## src/sv/dfpa_pkg.sv

```systemverilog
// Shared types and constants for the delimited field parser with averaging.
// No dependencies; the files that use it refer to this package by scoped names.
`default_nettype none

package dfpa_pkg;

    // Operation codes on the input channel
    localparam logic [1:0] OP_BYTE  = 2'd0;
    localparam logic [1:0] OP_EOF   = 2'd1;
    localparam logic [1:0] OP_CLEAR = 2'd2;

    // Character codes
    localparam logic [7:0] CH_A     = 8'h41;
    localparam logic [7:0] CH_X     = 8'h58;
    localparam logic [7:0] CH_D     = 8'h44;
    localparam logic [7:0] CH_B     = 8'h42;
    localparam logic [7:0] CH_DOT   = 8'h2E;
    localparam logic [7:0] CH_ZERO  = 8'h30;
    localparam logic [7:0] CH_NINE  = 8'h39;

    localparam int VAL_W = 16;
    localparam int FN_W  = 3;
    localparam logic [FN_W-1:0] FIELDS_PER_FRAME = 3'd4;
    localparam logic [FN_W-1:0] FIELD_THIRD      = 3'd2;
    localparam logic [FN_W-1:0] FIELD_FOURTH     = 3'd3;

    // Delimiter that closes a given field
    function automatic logic [7:0] delim_of(input logic [1:0] field);
        logic [7:0] ch;
        case (field)
            2'd0:    ch = CH_A;
            2'd1:    ch = CH_X;
            2'd2:    ch = CH_D;
            default: ch = CH_B;
        endcase
        return ch;
    endfunction

    // Controller to datapath commands
    typedef struct packed {
        logic take_byte;
        logic clear_hold;
        logic push;
        logic scan;
        logic div_load;
        logic div_step;
        logic finish;
    } cmd_t;

    // Datapath to controller status
    typedef struct packed {
        logic scan_last;
        logic div_last;
        logic out_free;
    } sts_t;

endpackage

`default_nettype wire

```

## src/sv/dfpa_ifs.sv

```systemverilog
// Valid/ready channel interfaces for the parser: input items and results.
// Depends on nothing; payload widths are fixed by the item format.
`default_nettype none

interface dfpa_in_if;
    logic       valid;
    logic       ready;
    logic [1:0] op;
    logic [7:0] rx_byte;

    modport source (output valid, output op, output rx_byte, input ready);
    modport sink   (input valid, input op, input rx_byte, output ready);
endinterface

interface dfpa_out_if;
    logic        valid;
    logic        ready;
    logic [15:0] x_average;
    logic [15:0] d_average;
    logic        x_updated;
    logic        d_updated;
    logic [2:0]  fields_closed;

    modport source (output valid, output x_average, output d_average, output x_updated,
                    output d_updated, output fields_closed, input ready);
    modport sink   (input valid, input x_average, input d_average, input x_updated,
                    input d_updated, input fields_closed, output ready);
endinterface

`default_nettype wire

```

## src/sv/dfpa_ctrl.sv

```systemverilog
// Controller state machine: sequences byte parsing, ring push, scan, divide
// and result hand-off. Depends on dfpa_pkg for the command/status structs.
`default_nettype none

module dfpa_ctrl (
    input  wire logic          clk,
    input  wire logic          rst_n,
    input  wire logic          in_valid,
    input  wire logic [1:0]    in_op,
    output logic               in_ready,
    input  wire dfpa_pkg::sts_t sts,
    output dfpa_pkg::cmd_t     cmd
);

    localparam logic [2:0] S_IDLE = 3'd0;
    localparam logic [2:0] S_SCAN = 3'd1;
    localparam logic [2:0] S_LOAD = 3'd2;
    localparam logic [2:0] S_DIV  = 3'd3;
    localparam logic [2:0] S_DONE = 3'd4;

    logic [2:0] state_reg;
    logic [2:0] state_next;
    logic       accept;

    assign in_ready = (state_reg == S_IDLE);
    assign accept   = in_valid && in_ready;

    // Next state and commands
    always_comb
    begin
        state_next = state_reg;
        cmd        = '0;
        case (state_reg)
            S_IDLE:
            begin
                if (accept)
                begin
                    case (in_op)
                        dfpa_pkg::OP_BYTE:  cmd.take_byte  = 1'b1;
                        dfpa_pkg::OP_CLEAR: cmd.clear_hold = 1'b1;
                        dfpa_pkg::OP_EOF:
                        begin
                            cmd.push   = 1'b1;
                            state_next = S_SCAN;
                        end
                        default: ;
                    endcase
                end
            end
            S_SCAN:
            begin
                cmd.scan = 1'b1;
                if (sts.scan_last)
                begin
                    state_next = S_LOAD;
                end
            end
            S_LOAD:
            begin
                cmd.div_load = 1'b1;
                state_next   = S_DIV;
            end
            S_DIV:
            begin
                cmd.div_step = 1'b1;
                if (sts.div_last)
                begin
                    state_next = S_DONE;
                end
            end
            S_DONE:
            begin
                // wait for the output register to free up
                if (sts.out_free)
                begin
                    cmd.finish = 1'b1;
                    state_next = S_IDLE;
                end
            end
            default: state_next = S_IDLE;
        endcase
    end

    always_ff @(posedge clk or negedge rst_n)
    begin
        if (!rst_n)
        begin
            state_reg <= S_IDLE;
        end
        else
        begin
            state_reg <= state_next;
        end
    end

endmodule

`default_nettype wire

```

## src/sv/dfpa_datapath.sv

```systemverilog
// Datapath: frame parser registers, two averaging rings, nonzero sum/count
// scan, two bit-serial dividers and the result register. Depends on dfpa_pkg.
`default_nettype none

module dfpa_datapath #(
    parameter int RING_DEPTH  = 5,
    parameter int FIELD_CHARS = 9
) (
    input  wire logic           clk,
    input  wire logic           rst_n,
    input  wire dfpa_pkg::cmd_t cmd,
    input  wire logic [7:0]     rx_byte,
    output dfpa_pkg::sts_t      sts,
    input  wire logic           out_ready,
    output logic                out_valid,
    output logic [15:0]         x_average,
    output logic [15:0]         d_average,
    output logic                x_updated,
    output logic                d_updated,
    output logic [2:0]          fields_closed
);

    localparam int VW    = dfpa_pkg::VAL_W;
    localparam int POS_W = (RING_DEPTH > 1) ? $clog2(RING_DEPTH) : 1;
    localparam int CNT_W = $clog2(RING_DEPTH + 1);
    localparam int SUM_W = VW + CNT_W;
    localparam int DC_W  = $clog2(SUM_W);
    localparam int CC_W  = $clog2(FIELD_CHARS + 1);

    // Frame parser state
    logic [dfpa_pkg::FN_W-1:0] field_reg,  field_next;
    logic                      stop_reg,   stop_next;
    logic [CC_W-1:0]           cc_reg,     cc_next;
    logic [VW-1:0]             third_reg,  third_next;
    logic [VW-1:0]             fourth_reg, fourth_next;

    // Rings (both channels share position and fill; they are pushed together)
    logic [VW-1:0]    ring_reg [2][RING_DEPTH];
    logic [POS_W-1:0] pos_reg;
    logic [CNT_W-1:0] fill_reg;
    logic [VW-1:0]    hold_reg [2];

    // Scan and divide working registers
    logic [POS_W-1:0] idx_reg;
    logic [SUM_W-1:0] sum_reg [2];
    logic [CNT_W-1:0] cnt_reg [2];
    logic [SUM_W-1:0] quo_reg [2];
    logic [CNT_W-1:0] rem_reg [2];
    logic [DC_W-1:0]  dcnt_reg;

    logic [SUM_W-1:0] quo_next [2];
    logic [CNT_W-1:0] rem_next [2];
    logic [CNT_W:0]   trial    [2];
    logic [VW-1:0]    avg      [2];
    logic             upd      [2];

    // Result register
    logic             ov_reg;
    logic [VW-1:0]    oavg_reg [2];
    logic             oupd_reg [2];
    logic [2:0]       ofc_reg;

    logic [3:0]       digit;
    logic             is_digit;

    // Byte parsing; an ASCII digit carries its value in the low nibble
    assign digit    = rx_byte[3:0];
    assign is_digit = (rx_byte >= dfpa_pkg::CH_ZERO) && (rx_byte <= dfpa_pkg::CH_NINE);

    always_comb
    begin
        field_next  = field_reg;
        stop_next   = stop_reg;
        cc_next     = cc_reg;
        third_next  = third_reg;
        fourth_next = fourth_reg;
        if (cmd.take_byte && !stop_reg && (field_reg < dfpa_pkg::FIELDS_PER_FRAME))
        begin
            if (rx_byte == dfpa_pkg::delim_of(field_reg[1:0]))
            begin
                field_next = field_reg + 1'b1;
                cc_next    = '0;
            end
            else if (cc_reg >= CC_W'(FIELD_CHARS))
            begin
                stop_next = 1'b1;
            end
            else if (rx_byte != dfpa_pkg::CH_DOT)
            begin
                cc_next = cc_reg + 1'b1;
                if (is_digit && (field_reg == dfpa_pkg::FIELD_THIRD))
                begin
                    // v*10 + d, wrapping at 16 bits
                    third_next = (third_reg << 3) + (third_reg << 1) + VW'(digit);
                end
                if (is_digit && (field_reg == dfpa_pkg::FIELD_FOURTH))
                begin
                    fourth_next = (fourth_reg << 3) + (fourth_reg << 1) + VW'(digit);
                end
            end
        end
    end

    // One restoring-division step per channel
    always_comb
    begin
        for (int ch = 0; ch < 2; ch++)
        begin
            trial[ch] = {rem_reg[ch], quo_reg[ch][SUM_W-1]};
            if (trial[ch] >= {1'b0, cnt_reg[ch]})
            begin
                rem_next[ch] = CNT_W'(trial[ch] - {1'b0, cnt_reg[ch]});
                quo_next[ch] = {quo_reg[ch][SUM_W-2:0], 1'b1};
            end
            else
            begin
                rem_next[ch] = trial[ch][CNT_W-1:0];
                quo_next[ch] = {quo_reg[ch][SUM_W-2:0], 1'b0};
            end
            upd[ch] = (cnt_reg[ch] != '0);
            avg[ch] = upd[ch] ? quo_reg[ch][VW-1:0] : hold_reg[ch];
        end
    end

    assign sts.scan_last = ((CNT_W'(idx_reg) + CNT_W'(1)) == fill_reg);
    assign sts.div_last  = (dcnt_reg == DC_W'(SUM_W - 1));
    assign sts.out_free  = !ov_reg || out_ready;

    // Model state, rings and result valid
    always_ff @(posedge clk or negedge rst_n)
    begin
        if (!rst_n)
        begin
            field_reg  <= '0;
            stop_reg   <= 1'b0;
            cc_reg     <= '0;
            third_reg  <= '0;
            fourth_reg <= '0;
            pos_reg    <= '0;
            fill_reg   <= '0;
            ov_reg     <= 1'b0;
            for (int ch = 0; ch < 2; ch++)
            begin
                hold_reg[ch] <= '0;
                for (int i = 0; i < RING_DEPTH; i++)
                begin
                    ring_reg[ch][i] <= '0;
                end
            end
        end
        else
        begin
            if (cmd.finish)
            begin
                // frame closed: start the next one clean
                field_reg  <= '0;
                stop_reg   <= 1'b0;
                cc_reg     <= '0;
                third_reg  <= '0;
                fourth_reg <= '0;
            end
            else
            begin
                field_reg  <= field_next;
                stop_reg   <= stop_next;
                cc_reg     <= cc_next;
                third_reg  <= third_next;
                fourth_reg <= fourth_next;
            end

            if (cmd.push)
            begin
                ring_reg[0][pos_reg] <= third_reg;
                ring_reg[1][pos_reg] <= fourth_reg;
                pos_reg <= (pos_reg == POS_W'(RING_DEPTH - 1)) ? '0 : pos_reg + 1'b1;
                if (fill_reg != CNT_W'(RING_DEPTH))
                begin
                    fill_reg <= fill_reg + 1'b1;
                end
            end

            for (int ch = 0; ch < 2; ch++)
            begin
                if (cmd.clear_hold)
                begin
                    hold_reg[ch] <= '0;
                end
                else if (cmd.finish && upd[ch])
                begin
                    hold_reg[ch] <= quo_reg[ch][VW-1:0];
                end
            end

            if (cmd.finish)
            begin
                ov_reg <= 1'b1;
            end
            else if (out_ready)
            begin
                ov_reg <= 1'b0;
            end
        end
    end

    // Scan, divide and result payload
    always_ff @(posedge clk)
    begin
        if (cmd.push)
        begin
            idx_reg <= '0;
        end
        else if (cmd.scan)
        begin
            idx_reg <= idx_reg + 1'b1;
        end

        if (cmd.div_load)
        begin
            dcnt_reg <= '0;
        end
        else if (cmd.div_step)
        begin
            dcnt_reg <= dcnt_reg + 1'b1;
        end

        for (int ch = 0; ch < 2; ch++)
        begin
            if (cmd.push)
            begin
                sum_reg[ch] <= '0;
                cnt_reg[ch] <= '0;
            end
            else if (cmd.scan && (ring_reg[ch][idx_reg] != '0))
            begin
                sum_reg[ch] <= sum_reg[ch] + SUM_W'(ring_reg[ch][idx_reg]);
                cnt_reg[ch] <= cnt_reg[ch] + 1'b1;
            end

            if (cmd.div_load)
            begin
                quo_reg[ch] <= sum_reg[ch];
                rem_reg[ch] <= '0;
            end
            else if (cmd.div_step)
            begin
                quo_reg[ch] <= quo_next[ch];
                rem_reg[ch] <= rem_next[ch];
            end

            if (cmd.finish)
            begin
                oavg_reg[ch] <= avg[ch];
                oupd_reg[ch] <= upd[ch];
            end
        end

        if (cmd.finish)
        begin
            ofc_reg <= field_reg;
        end
    end

    assign out_valid     = ov_reg;
    assign x_average     = oavg_reg[0];
    assign d_average     = oavg_reg[1];
    assign x_updated     = oupd_reg[0];
    assign d_updated     = oupd_reg[1];
    assign fields_closed = ofc_reg;

endmodule

`default_nettype wire

```

## src/sv/delimited_field_parser_with_average_core.sv

```systemverilog
// Top level of the delimited field parser with per-channel averaging.
// Depends on dfpa_pkg, dfpa_ifs, dfpa_ctrl and dfpa_datapath.
//
//   channel   direction  payload                                          transfer
//   in_ch     in         op[1:0], rx_byte[7:0]                            valid & ready
//   out_ch    out        x_average, d_average, x_updated, d_updated,      valid & ready
//                        fields_closed[2:0]
//
// Frame bytes and clear ops leave the controller idle; input stays ready back to back.
// End of frame pushes both rings, then scans the filled ring entries, loads the
// dividers and runs a one-bit-per-cycle divide of the nonzero sum.
// The result sits in an output register; a stalled sink only holds the next frame
// end in its final cycle. Reset is asynchronous, active low, and clears rings,
// averages and the frame in progress; no clearing pass is needed.
`default_nettype none

module delimited_field_parser_with_average_core #(
    parameter int RING_DEPTH  = 5,
    parameter int FIELD_CHARS = 9
) (
    input  wire logic   clk,
    input  wire logic   rst_n,
    dfpa_in_if.sink     in_ch,
    dfpa_out_if.source  out_ch
);

    dfpa_pkg::cmd_t cmd;
    dfpa_pkg::sts_t sts;

    dfpa_ctrl u_ctrl (
        .clk      (clk),
        .rst_n    (rst_n),
        .in_valid (in_ch.valid),
        .in_op    (in_ch.op),
        .in_ready (in_ch.ready),
        .sts      (sts),
        .cmd      (cmd)
    );

    dfpa_datapath #(
        .RING_DEPTH  (RING_DEPTH),
        .FIELD_CHARS (FIELD_CHARS)
    ) u_datapath (
        .clk           (clk),
        .rst_n         (rst_n),
        .cmd           (cmd),
        .rx_byte       (in_ch.rx_byte),
        .sts           (sts),
        .out_ready     (out_ch.ready),
        .out_valid     (out_ch.valid),
        .x_average     (out_ch.x_average),
        .d_average     (out_ch.d_average),
        .x_updated     (out_ch.x_updated),
        .d_updated     (out_ch.d_updated),
        .fields_closed (out_ch.fields_closed)
    );

    // A frame never closes more fields than it has
    a_fields_range: assert property (@(posedge clk) disable iff (!rst_n)
        out_ch.valid |-> (out_ch.fields_closed <= dfpa_pkg::FIELDS_PER_FRAME))
        else $error("fields_closed out of range");

    // A mean over nonzero entries is itself nonzero
    a_x_nonzero: assert property (@(posedge clk) disable iff (!rst_n)
        (out_ch.valid && out_ch.x_updated) |-> (out_ch.x_average != '0))
        else $error("x average zero with update flag");

    a_d_nonzero: assert property (@(posedge clk) disable iff (!rst_n)
        (out_ch.valid && out_ch.d_updated) |-> (out_ch.d_average != '0))
        else $error("d average zero with update flag");

    // Frame end starts a busy sequence; input is held off the next cycle
    a_eof_busy: assert property (@(posedge clk) disable iff (!rst_n)
        (in_ch.valid && in_ch.ready && (in_ch.op == dfpa_pkg::OP_EOF)) |=> !in_ch.ready)
        else $error("input ready during frame-end processing");

endmodule

`default_nettype wire

```

## src/flat_wrapper.sv

```systemverilog
// flat-port wrapper written by rule: the top's interface ports become plain ports
module delimited_field_parser_with_average_core_flat 
#(
    parameter int RING_DEPTH  = 5,
    parameter int FIELD_CHARS = 9
)
  (clk, rst_n, in_ch_valid, in_ch_op, in_ch_rx_byte, in_ch_ready, out_ch_valid, out_ch_x_average, out_ch_d_average, out_ch_x_updated, out_ch_d_updated, out_ch_fields_closed, out_ch_ready);
  dfpa_in_if in_ch_i ();
  dfpa_out_if out_ch_i ();
  input  wire logic clk;
  input  wire logic rst_n;
  input wire logic [$bits(in_ch_i.valid)-1:0] in_ch_valid;
  input wire logic [$bits(in_ch_i.op)-1:0] in_ch_op;
  input wire logic [$bits(in_ch_i.rx_byte)-1:0] in_ch_rx_byte;
  output wire logic [$bits(in_ch_i.ready)-1:0] in_ch_ready;
  output wire logic [$bits(out_ch_i.valid)-1:0] out_ch_valid;
  output wire logic [$bits(out_ch_i.x_average)-1:0] out_ch_x_average;
  output wire logic [$bits(out_ch_i.d_average)-1:0] out_ch_d_average;
  output wire logic [$bits(out_ch_i.x_updated)-1:0] out_ch_x_updated;
  output wire logic [$bits(out_ch_i.d_updated)-1:0] out_ch_d_updated;
  output wire logic [$bits(out_ch_i.fields_closed)-1:0] out_ch_fields_closed;
  input wire logic [$bits(out_ch_i.ready)-1:0] out_ch_ready;
  assign in_ch_i.valid = in_ch_valid;
  assign in_ch_i.op = in_ch_op;
  assign in_ch_i.rx_byte = in_ch_rx_byte;
  assign in_ch_ready = in_ch_i.ready;
  assign out_ch_valid = out_ch_i.valid;
  assign out_ch_x_average = out_ch_i.x_average;
  assign out_ch_d_average = out_ch_i.d_average;
  assign out_ch_x_updated = out_ch_i.x_updated;
  assign out_ch_d_updated = out_ch_i.d_updated;
  assign out_ch_fields_closed = out_ch_i.fields_closed;
  assign out_ch_i.ready = out_ch_ready;
  delimited_field_parser_with_average_core #(.RING_DEPTH(RING_DEPTH), .FIELD_CHARS(FIELD_CHARS)) u_core (.clk(clk), .rst_n(rst_n), .in_ch(in_ch_i), .out_ch(out_ch_i));
endmodule
```

## config.mk

```make
export PLATFORM = sky130hd
export DESIGN_NAME = delimited_field_parser_with_average_core_flat
export DESIGN_NICKNAME = d
export VERILOG_FILES = /design/src/sv/dfpa_pkg.sv /design/src/sv/dfpa_ifs.sv /design/src/sv/dfpa_ctrl.sv /design/src/sv/dfpa_datapath.sv /design/src/sv/delimited_field_parser_with_average_core.sv /design/src/flat_wrapper.sv
export SDC_FILE = /design/constraint.sdc
export NUM_CORES = 1
export LEC_CHECK = 0
export BUFFER_PORTS_ARGS = -buffer_cell sky130_fd_sc_hd__buf_2
export CAP_MARGIN = 0
export CORE_MARGIN = 4
export CORE_UTILIZATION = 59
export CTS_BUF_LIST = sky130_fd_sc_hd__clkbuf_4 sky130_fd_sc_hd__clkbuf_8 sky130_fd_sc_hd__clkbuf_16
export CTS_CLUSTER_DIAMETER = 200
export DETAILED_ROUTE_END_ITERATION = 8
export PLACE_DENSITY = 0.84
export SYNTH_ARGS = -nofsm -noshare
export SYNTH_HDL_FRONTEND = slang
export SYNTH_SLANG_ARGS = --single-unit
```

## constraint.sdc

```tcl
create_clock -name clk -period 4.85 [get_ports clk]
set_input_delay 0.7275 -clock clk [delete_from_list [all_inputs] [get_ports clk]]
set_output_delay 0.7275 -clock clk [all_outputs]
set_load 0.1 [all_outputs]
```

# ---- Word level (Yosys, flattened, before mapping)
# Memory sizes are Yosys's and may differ from the RTL's.
# Cells that the tools add are included.
# W data, S select, Z words.
dict set report totals {
  latchBits 0
  out_inout_bits 39
  romBits 0
  wordCells 215
  mem_count 6
  reg_bits 253
  mem_bits_rw 122
}
# name words width read_ports rd_clocked_by_memory_dff wr line
set mem_list {}
lappend mem_list {u_core.u_datapath.quo_reg 2 19 2 0 2 dfpa_datapath.sv:47} ;# logic [SUM_W-1:0] quo_reg [2];
lappend mem_list {u_core.u_datapath.sum_reg 2 19 2 0 2 dfpa_datapath.sv:45} ;# logic [SUM_W-1:0] sum_reg [2];
lappend mem_list {u_core.u_datapath.oavg_reg 2 16 2 0 2 dfpa_datapath.sv:59} ;# logic [VW-1:0] oavg_reg [2];
lappend mem_list {u_core.u_datapath.cnt_reg 2 3 2 0 2 dfpa_datapath.sv:46} ;# logic [CNT_W-1:0] cnt_reg [2];
lappend mem_list {u_core.u_datapath.rem_reg 2 3 2 0 2 dfpa_datapath.sv:48} ;# logic [CNT_W-1:0] rem_reg [2];
lappend mem_list {u_core.u_datapath.oupd_reg 2 1 2 0 2 dfpa_datapath.sv:60} ;# logic oupd_reg [2];
dict set report classes {
  n_shift 0
  multipliers 0
  n_addsub 16
  bitwise 10
  order_cmp 9
  reduce_logical 38
  eq_ne 24
  muxes 88
  div_mod_pow 0
}
# op n
set ops {}
lappend ops {{$mux W16} 23}
lappend ops {{$bwmux W80} 2}
lappend ops {{$bmux W16 S3} 2}
lappend ops {{$mux W19} 4}
lappend ops {{$mux W3} 17}
lappend ops {{$demux W16 S3} 1}
lappend ops {{$add A19 B16 Y19} 2}
lappend ops {{$add A16 B16 Y16} 2}
lappend ops {{$add A16 B4 Y16} 2}
lappend ops {{$reduce_bool A16 Y1} 2}
lappend ops {{$mux W1} 31}
lappend ops {{$mux W4} 5}
lappend ops {{$add A3 B1 Y3 const B} 6}
lappend ops {{$reduce_bool A2 Y1} 9}
lappend ops {{$pmux W3 S5} 1}
lappend ops {{$pmux W5 S3} 1}
lappend ops {{$reduce_and A5 Y1} 3}
lappend ops {{$eq A3 B2 Y1 const B} 4}
lappend ops {{$ge A4 B4 Y1 const B} 3}
lappend ops {{$logic_and A1 B1 Y1} 11}
lappend ops {{$ne A2 B1 Y1 const B} 5}
lappend ops {{$reduce_bool A3 Y1} 3}
lappend ops {{$eq A8 B8 Y1} 1}
lappend ops {{$ge A4 B3 Y1} 2}
lappend ops {{25 further kinds} 43}

# ---- Depth between registers and ports, before layout
# Gate-level depths: netlist of the first run.
dict set report depth {
  word_depth 11
  ltp_mapped 18
  mapped_depth_nobuf 15
}

# ---- Modules after synthesis
# Synthesis of the first run repeated with hierarchy kept, for this count alone.
dict set report unflattened {
  hier_cells 1678
  hier_area_um2 20111.8
}
# mod area_per_inst_um2 cells_each instances seq_area_each_um2
set by_module_without_submodules {}
lappend by_module_without_submodules {dfpa_datapath 19864.1 1652 1 9894.5}
lappend by_module_without_submodules {dfpa_ctrl 247.7 26 1 75.1}

# ---- Worst setup path before layout of the first run
# No wires, ideal clock.
dict set report synth_timing {
  kind {reg2reg}
  start {reg u_core.u_datapath.idx_reg[0]}
  end {mem u_core.u_datapath.sum_reg[0][16] (netlist bit) (data pin)}
  path_stages_with_launch 16
  path_slack_ps 1040
  t_arrival_ps 3664
  synth_period_minus_slack_ps 3810
  required_ps 4704
  cell_sequence {dfxtp_1 buf_2 buf_2 buf_2 buf_2 buf_2 mux2i_1 o22ai_1 fa_1 a211oi_1 o21ai_0 a31oi_1 o21ai_0 a2111oi_0 a41oi_1 a21oi_1}
}
# element line
set synth_lines {}
lappend synth_lines {{start: declaration} dfpa_datapath.sv:44} ;# logic [POS_W-1:0] idx_reg;
lappend synth_lines {{start signal: assignment} dfpa_datapath.sv:214} ;# idx_reg <= idx_reg + 1'b1;
lappend synth_lines {{end: declaration} dfpa_datapath.sv:45}

==> flow_metrics.tcl, run 1 <==
set metrics [dict create \
    cts-resized-gates 0 \
    path_max_fanout 63 \
    synth_nets 1861 \
    cp_slowest_cell "dfxtp_4" \
    yosysTopAreaCell "dfrtp_1" \
    crit_type "reg2reg" \
    period_needed_ps 4270 \
    required_ps 5220 \
    drive_gt1_share_pct 21.8 \
    setup_tns_ps 0 \
    nets 1903 \
    cts_inserted_buffers 39 \
    grt_overflow 0 \
    ys.flop_type "dfrtp_1" \
    rows 66 \
    hold_class "in2async" \
    core_um2 32800 \
    syn_inst 1729 \
    ios 53 \
    cp_cell_sequence "buf_4, nor2_1, a21oi_1, o22ai_1, fa_1, a211oi_1, o21ai_0, a31oi_1, o21ai_0, a2111oi_0, a41oi_1, a21oi_1" \
    yosys-top-cells-count "dfrtp_1, mux2_2, nand2_1, edfxtp_1, a21oi_1" \
    grt_max_degree 100 \
    drtAntennaViolNets 0 \
    grt_pass1_wl_um 70200 \
    fin_crit_sh_pct 88.1 \
    clock_latency_ps 530 \
    gp_congestion 0.902 \
    end_kind "register" \
    cts_hold_buf 0 \
    rsz0062_at_grt "no" \
    antenna_found_initial 0 \
    crit_path_start_kind "register" \
    clkSinkCount 375 \
    power_density_nw_per_um2 512 \
    port-buffer-count 52 \
    clkPwrFrac_pct 26.7 \
    max-slew-margin-rel_pct 28.6 \
    hold_slack_ps 230 \
    critical-path-top-delay-family "compound AO/OA/AOI/OAI gates" \
    largest_reg_flops 160 \
    vias_per_cell 6.07 \
    yosysMostFrequentCell "dfrtp_1" \
    vias 13600 \
    cts_tree "done" \
    cp.arrival_ps 4650 \
    finClkSkew_ps 20.5 \
    htreeDepth 2 \
    regArea_um2 9970 \
    drt_iter0_markers 902 \
    syn_area_um2 19700 \
    initial_core_util_pct 60.2 \
    ys_seq_area_share_pct 50.5 \
    dr.pass1.iters 5 \
    fillerInstances 2378 \
    dp_hpwl_um 28600 \
    worst-path-buf-inv 1 \
    dp.cells 2172 \
    clk_pin_slew_ps 60 \
    ys_ff_latch 375 \
    final_max_slew_viol_count 0 \
    wl_per_cell_um 19.0 \
    finalHoldViolCount 0 \
    ir_drop_uv 410 \
    p_seq_share_pct 42.4 \
    fin_cells 2242 \
    antenna_cells 0 \
    synth.area.top_cells "dfrtp_1, edfxtp_1, mux2_2" \
    yosys_warnings 0 \
    switching_share_pct 35.0 \
    reg2reg_slack_ps 580 \
    cts_buffer_depth 3 \
    grt_pass1_vias 13800 \
    yosysTopAreaCellShare_pct 30.7 \
    status "finished clean" \
    layout_setup_ws_ps 575 \
    postSynthAreaPerCell_um2 11.4 \
    synth_cell_types 65 \
    cts_setup_buffers 0 \
    cap_violations 0 \
    power_leakage_nw 9.88 \
    routed_wl_um 42500 \
    pre_cts_ws_ps 754 \
    die_area_um2 36400 \
    tightest_slew_ps 1070 \
    p_int_w 0.00722 \
    p_sw_w 0.00389 \
    syn_to_final_growth_pct 10.0 \
    multiInputGateArea_um2 9230 \
    max_stage_delay_ps 870 \
    drc 0 \
    finalSetupViolCount 0 \
    fmax_mhz 234 \
    die_w_um 191 \
    die_h_um 191 \
    cts_root_buf "clkbuf_16" \
    grtUsageTotal_pct 23.2 \
    synthArstFlopShare_pct 64.5 \
    p_comb_share_pct 30.9 \
    synth_edf_count 125 \
]
==> layout by cell type, fill, tap and decap left out, drive strengths merged, types with 8 or more instances in the layout <==
master and count:
o21ai 108, nor2 102, nand2b 28, mux2i 56
inv 54, a21o 19, xnor2 30, a31oi 15
a21oi 111, clkbuf 56, nor2b 19, edfxtp 125
o22ai 16, a211oi 13, nand3 53, xor2 35
dfrtp 242, nor4 16, mux2 232, dfxtp 8
buf 77, ha 110, nor3 20, o21a 9
nand2 142, fa 8, clkinv 11
==> power by group through the flow <==
stage | registers [W] | clock network (W) | logic, W
3_5_place_dp | 0.00475 | 0 | 0.00338
4_1_cts | 0.00470 | 0.00300 | 0.00342
6_report | 0.00471 | 0.00296 | 0.00343
2_1_floorplan | 0.00470 | 0 | 0.00260
3_3_place_gp | 0.00471 | 0 | 0.00324
5_1_grt | 0.00478 | 0.00313 | 0.00376
==> metrics by stage <==
step	util (%)	area [um2]	total power (W)
finish	66.2	21700	0.0111
global route	66.2	21700	0.0117
CTS	66.2	21700	0.0111
detailed placement	62.3	20400	0.00813
global placement	62.3	20400	0.00795
floorplan	-	19700	0.00729
==> path summary, 6_finish.rpt <==
| kind | endpoint | depth (start not counted) | start |
|---|---|---|---|
| worst max-delay path | u_core.u_datapath.sum_reg[0][16] | 12 | u_core.u_datapath.idx_reg[0] |
| worst min-delay path | u_core.u_datapath.third_reg[11] | 1 | rst_n |
| worst max register to register | u_core.u_datapath.sum_reg[0][16] | 12 | u_core.u_datapath.idx_reg[0] |
| worst min register to register | u_core.u_datapath.ring_reg[144] | 2 | u_core.u_datapath.ring_reg[144] |
| max in group asynchronous | u_core.u_datapath.ring_reg[79] | 2 | rst_n |
| min in group clk | u_core.u_datapath.ring_reg[144] | 2 | u_core.u_datapath.ring_reg[144] |
==> logic make-up after synthesis <==
| kind of cell | count (synthesis) | synth area share, % |
|---|---|---|
| buffers and inverters | 131 | 2.82 |
| xor gates and xnor gates | 65 | 2.88 |
| muxes | 288 | 16.1 |
| DFF | 375 | 50.5 |
| adders and majority gates | 118 | 7.79 |
| AOI/OAI and AO/OA | 337 | 10.1 |
| and+or+nand+nor | 415 | 9.78 |
==> per-layer routing <==
layer  vias up  track usage (%)  wire length, um
li1       6339                -                -
met1      6792             32.6            18800
met2       401             38.4            20200
met3        86             3.41             2510
met4         0             6.16              963
met5         -                0                0
==> cell type report <==
type,count,share of cell area (%)
clock inverters,14,0.484
flip-flops and latches,375,45.9
repair buffers,77,2.17
inverters,55,0.951
well taps,442,2.55
clock buffers,56,5.39
multi-input cells,1223,42.5
Power figures use the tool's default switching activity.
==> inputs of run 2 (changes only) <==
Settings changed: RECOVER_POWER from default to 100.
==> run 2 against run 1 <==
The run now ends with max-capacitance violations, max-slew violations left. Clock-buffer cell count stayed put. Combinational power hardly changed. Sequential cell count stayed put. Critical path type unchanged. Critical endpoint is now u_core.u_datapath.sum_reg[1][14].
==> flow_metrics.tcl, run 2 (same netlist as run 1, synthesis figures left out) <==
set metrics [dict create \
    rr_startpoint "u_core.u_datapath.idx_reg[2]" \
    antenna_cells 0 \
    setup_tns_ps 0 \
    power_density_nw_per_um2 514 \
    worstHoldEndpoint "u_core.u_datapath.ring_reg[144]" \
    fin_crit_sh_pct 89.5 \
    rsz0062_at_grt "no" \
    cts_tree "done" \
    clkPwrFrac_pct 26.6 \
    initial_core_util_pct 60.2 \
    path_max_fanout 23 \
    dr.pass1.iters 5 \
    htreeDepth 2 \
    reg2reg_slack_ps 510 \
    finClkSkew_ps 18.9 \
    cts-resized-gates 0 \
    cts_setup_buffers 0 \
    drtAntennaViolNets 0 \
    clkSinkCount 375 \
    r2r-end "u_core.u_datapath.sum_reg[1][14]" \
    fmax_mhz 230 \
    end_kind "register" \
    clk_pin_slew_ps 60 \
    antenna_found_initial 0 \
    cts_hold_buf 0 \
    dp.cells 2172 \
    period_needed_ps 4340 \
    crit_path_start_kind "register" \
    cp.arrival_ps 4600 \
    power_leakage_nw 9.72 \
    tightest_slew_ps 2490 \
    finalSetupViolCount 0 \
    layout_common_cells "dfrtp_1, mux2_2, nand2_1" \
    drc 0 \
    rows 66 \
    crit_type "reg2reg" \
    max-slew-margin-rel_pct -66.3 \
    min_from "u_core.u_datapath.ring_reg[144]" \
    p_seq_share_pct 42.6 \
    cts_buffer_depth 3 \
    status "finished, violations left" \
    grt_pass1_wl_um 70200 \
    drive_gt1_share_pct 18.5 \
    required_ps 5110 \
    die_w_um 191 \
    dp_hpwl_um 28600 \
    clock_latency_ps 530 \
    core_um2 32800 \
    ir_drop_uv 401 \
    final_max_slew_viol_count 419 \
    fillerInstances 2424 \
    hold_class "reg2reg" \
    p_int_w 0.00722 \
    wl_per_cell_um 18.9 \
    drt_iter0_markers 898 \
    routed_wl_um 42500 \
    cts_root_buf "clkbuf_16" \
    cts_inserted_buffers 39 \
    p_comb_share_pct 30.8 \
    grt_max_degree 100 \
    cap_violations 9 \
    syn_to_final_growth_pct 9.38 \
    largest_reg_flops 160 \
    port-buffer-count 52 \
    min_path_cells 2 \
    fin_cells 2242 \
    p_sw_w 0.00388 \
    switching_share_pct 35.0 \
    grt_pass1_vias 13800 \
    die_h_um 191 \
    ios 53 \
    gp_congestion 0.902 \
    die_area_um2 36400 \
    crit_start "u_core.u_datapath.idx_reg[2]" \
    nets 1903 \
    grt_overflow 0 \
    finalHoldViolCount 0 \
    vias_per_cell 6.09 \
    reg2reg_depth 9 \
    mostFrequentLayoutCell "dfrtp_1" \
    final_core_util_pct 65.8 \
    vias 13700 \
    violations "max-capacitance violations, max-slew violations" \
    grtUsageTotal_pct 23.2 \
]
[run 2: cell count changes in the layout (fill, tap and decap cells not counted), moves of 2 or more]
cell / before / now
clkbuf_2: 0 / 2
buf_4: 24 / 12
clkbuf_1: 0 / 51
mux2_2: 229 / 225
buf_2: 51 / 11
mux2_1: 3 / 7
[run 2: area by class of cell]
cell class | count | area [um2] | share of cell area, %
flip-flops and latches | 375 | 9970 | 46.2
multi-input cells | 1223 | 9220 | 42.7
clock buffers | 56 | 1170 | 5.42
well taps | 442 | 553 | 2.56
repair buffers | 77 | 354 | 1.64
inverters | 55 | 206 | 0.956
clock inverters | 14 | 105 | 0.487
[run 2: layer usage]
| layer | routed length [um] | up-vias | share of wire, % | global-route usage, % |
|---|---|---|---|---|
| met5 | 0 | - | 0 | 0 |
| met4 | 962 | 0 | 2.3 | 6.16 |
| met3 | 2700 | 86 | 6.4 | 3.41 |
| met2 | 20200 | 439 | 48 | 38.4 |
| met1 | 18600 | 6794 | 44 | 32.6 |
| li1 | - | 6344 | - | - |
[run 2: worst max path at each step]
| stage | to |
|---|---|
| finish | u_core.u_datapath.sum_reg[1][14] |
| global route | u_core.u_datapath.sum_reg[1][14] |
| CTS | u_core.u_datapath.sum_reg[0][16] |
| detailed placement | u_core.u_datapath.sum_reg[0][16] |
| global placement | u_core.u_datapath.sum_reg[0][16] |
| floorplan | u_core.u_datapath.sum_reg[0][16] |
[run 2: per-stage QoR]
stage	hold slack, ps	power [W]	worst slack (ps)	area (um2)
6_report	485	0.0111	509	21600
5_1_grt	515	0.0117	214	21600
4_1_cts	272	0.0111	725	21700
3_5_place_dp	472	0.00813	754	20400
3_3_place_gp	461	0.00795	857	20400
2_1_floorplan	432	0.00729	1040	19700
[run 2: worst max-delay path, stage by stage (launching register included)]
cell	delay, ps
dfxtp_2	750
clkbuf_1	650
mux2_2	400
o21ai_0	320
nand4_1	200
or3_1	450
o31ai_4	170
clkbuf_1	740
nand2_1	130
buf_4	260
[run 2: power groups by stage]
| stage | Combinational [W] | Clock, W | Sequential, W |
|---|---|---|---|
| 2_1_floorplan | 0.00260 | 0 | 0.00470 |
| 3_3_place_gp | 0.00324 | 0 | 0.00471 |
| 3_5_place_dp | 0.00338 | 0 | 0.00475 |
| 4_1_cts | 0.00342 | 0.00300 | 0.00470 |
| 5_1_grt | 0.00374 | 0.00313 | 0.00480 |
| 6_report | 0.00341 | 0.00296 | 0.00473 |
==> inputs of run 3 (changes only) <==
Settings changed: CORE_UTILIZATION 59 to 48, PLACE_DENSITY 0.84 to 0.72.
==> run 3 against run 2 <==
The flow still finishes with violations (max-capacitance violations, max-slew violations). Register-to-register slack better by 110 ps. Total power is 2.1% higher. Setup slack better by 110 ps. Cell count is 4.2% higher. Via count is 2.5% lower. Fmax is 2.6% higher. Global-route usage is 4.2 points lower. Sequential power is 0.8% lower. Hold slack worse by 8.5 ps. Largest cell class unchanged.
==> flow_metrics.tcl, run 3 (same netlist as run 1, synthesis figures left out) <==
set metrics [dict create \
    status "finished, violations left" \
    violations "max-capacitance violations, max-slew violations" \
    nets 1906 \
    grt_pass1_vias 13500 \
    ir_drop_uv 250 \
    core_um2 40700 \
    period_needed_ps 4230 \
    rsz0062_at_grt "no" \
    antenna_cells 0 \
    finalSetupViolCount 0 \
    layout_common_cells "dfrtp_1, mux2_2, nand2_1" \
    drtAntennaViolNets 0 \
    rows 74 \
    drive_gt1_share_pct 18.9 \
    cts_root_buf "clkbuf_16" \
    finalHoldViolCount 0 \
    tightest_slew_ps 2500 \
    grt_pass1_wl_um 70100 \
    globalRouteMet1Util_pct 27.5 \
    die_h_um 211 \
    port-buffer-count 52 \
    final_max_slew_viol_count 372 \
    drc 0 \
    grtUsageTotal_pct 19.0 \
    fillerInstances 3489 \
    initial_core_util_pct 48.4 \
    top_usage_layer "met2" \
    finClkSkew_ps 16.7 \
    crit_path_start_kind "register" \
    wl_per_cell_um 18.1 \
    cts_setup_buffers 0 \
    cts_buffer_depth 3 \
    die_area_um2 44400 \
    setup_tns_ps 0 \
    gp_congestion 0.883 \
    die_w_um 211 \
    crit_type "reg2reg" \
    reg2reg_slack_ps 620 \
    cts_inserted_buffers 41 \
    dr.pass1.iters 5 \
    antenna_found_initial 0 \
    cts_tree "done" \
    vias_per_cell 5.70 \
    routed_wl_um 42300 \
    clkSinkCount 375 \
    vias 13300 \
    grt_max_degree 98 \
    hold_slack_ps 476 \
    hold_class "reg2reg" \
    grt_use_met2_pct 30.2 \
    grt_util_met3_pct 3.49 \
    clk_pin_slew_ps 60 \
    max-slew-margin-rel_pct -66.6 \
    cts-resized-gates 0 \
    syn_to_final_growth_pct 10.6 \
    fin_crit_sh_pct 87.2 \
    required_ps 5220 \
    htreeDepth 2 \
    cap_violations 8 \
    fmax_mhz 236 \
    path_max_fanout 55 \
    grt_overflow 0 \
    ios 53 \
    clock_latency_ps 550 \
    dp_hpwl_um 28700 \
    mostFrequentLayoutCell "dfrtp_1" \
    cp.arrival_ps 4600 \
    drt_iter0_markers 1033 \
    power_leakage_nw 9.78 \
    largest_reg_flops 160 \
    cts_hold_buf 0 \
    power_density_nw_per_um2 519 \
    end_kind "register" \
]
==> run 3: cell count changes in the layout (fill, tap and decap cells not counted), sizes merged <==
| cell | before | now |
|---|---|---|
| buf | 23 | 24 |
| bufinv | 1 | 5 |
| clkbuf | 110 | 111 |
| clkinv | 11 | 9 |
==> run 3: path summary, 6_finish.rpt <==
check                                               from                                to  cells after the start
max                         u_core.u_datapath.idx_reg[0]  u_core.u_datapath.sum_reg[0][16]                     12
min                        u_core.u_datapath.dcnt_reg[4]     u_core.u_datapath.dcnt_reg[4]                      1
max reg2reg                 u_core.u_datapath.idx_reg[0]  u_core.u_datapath.sum_reg[0][16]                     12
min reg2reg                u_core.u_datapath.dcnt_reg[4]     u_core.u_datapath.dcnt_reg[4]                      1
max in group asynchronous                          rst_n     u_core.u_datapath.hold_reg[7]                      2
min in group asynchronous                          rst_n   u_core.u_datapath.third_reg[11]                      1
==> run 3: area by class of cell <==
cell class | count | area, um2 | share of cell area [%]
multi-input cells | 1223 | 9220 | 42.2
clock buffers | 57 | 1190 | 5.45
well taps | 532 | 666 | 3.05
flip-flops and latches | 375 | 9970 | 45.7
inverters | 55 | 206 | 0.946
clock inverters | 16 | 209 | 0.957
repair buffers | 78 | 362 | 1.66
==> run 3: worst max-delay path, stage by stage (launching register included) <==
cell and delay, ps:
dfxtp_4 830, nor2b_1 250, buf_4 250, a21oi_1 120, o22ai_1 170, ha_1 300, a2111oi_0 570, o21ai_0 240
a31oi_1 340, o21ai_0 270, a2111oi_0 460, a41oi_1 90, a21oi_1 160
==> run 3: power by group <==
| group | switching, W | internal, W |
|---|---|---|
| clock | 0.00123 | 0.00198 |
| sequential | 0.000559 | 0.00413 |
| combinational | 0.00209 | 0.00134 |
| total | 0.00388 | 0.00745 |
==> run 3: through the flow <==
stage	utilization (%)	cells	setup slack [ps]	total power [W]	cell area, um2
after floorplan	-	1729	1040	0.00729	19700
after global placement	50.5	2263	979	0.00801	20600
after detailed placement	50.5	2263	884	0.00815	20600
after CTS	53.9	2336	815	0.0114	22000
after global routing	53.6	2336	261	0.0120	21800
final	53.6	2336	620	0.0113	21800
==> run 3: layer usage <==
layer	part of all wire, %	vias up
met5	0	-
met4	1.8	0
met3	5.0	52
met2	46	294
met1	47	6636
li1	-	6344
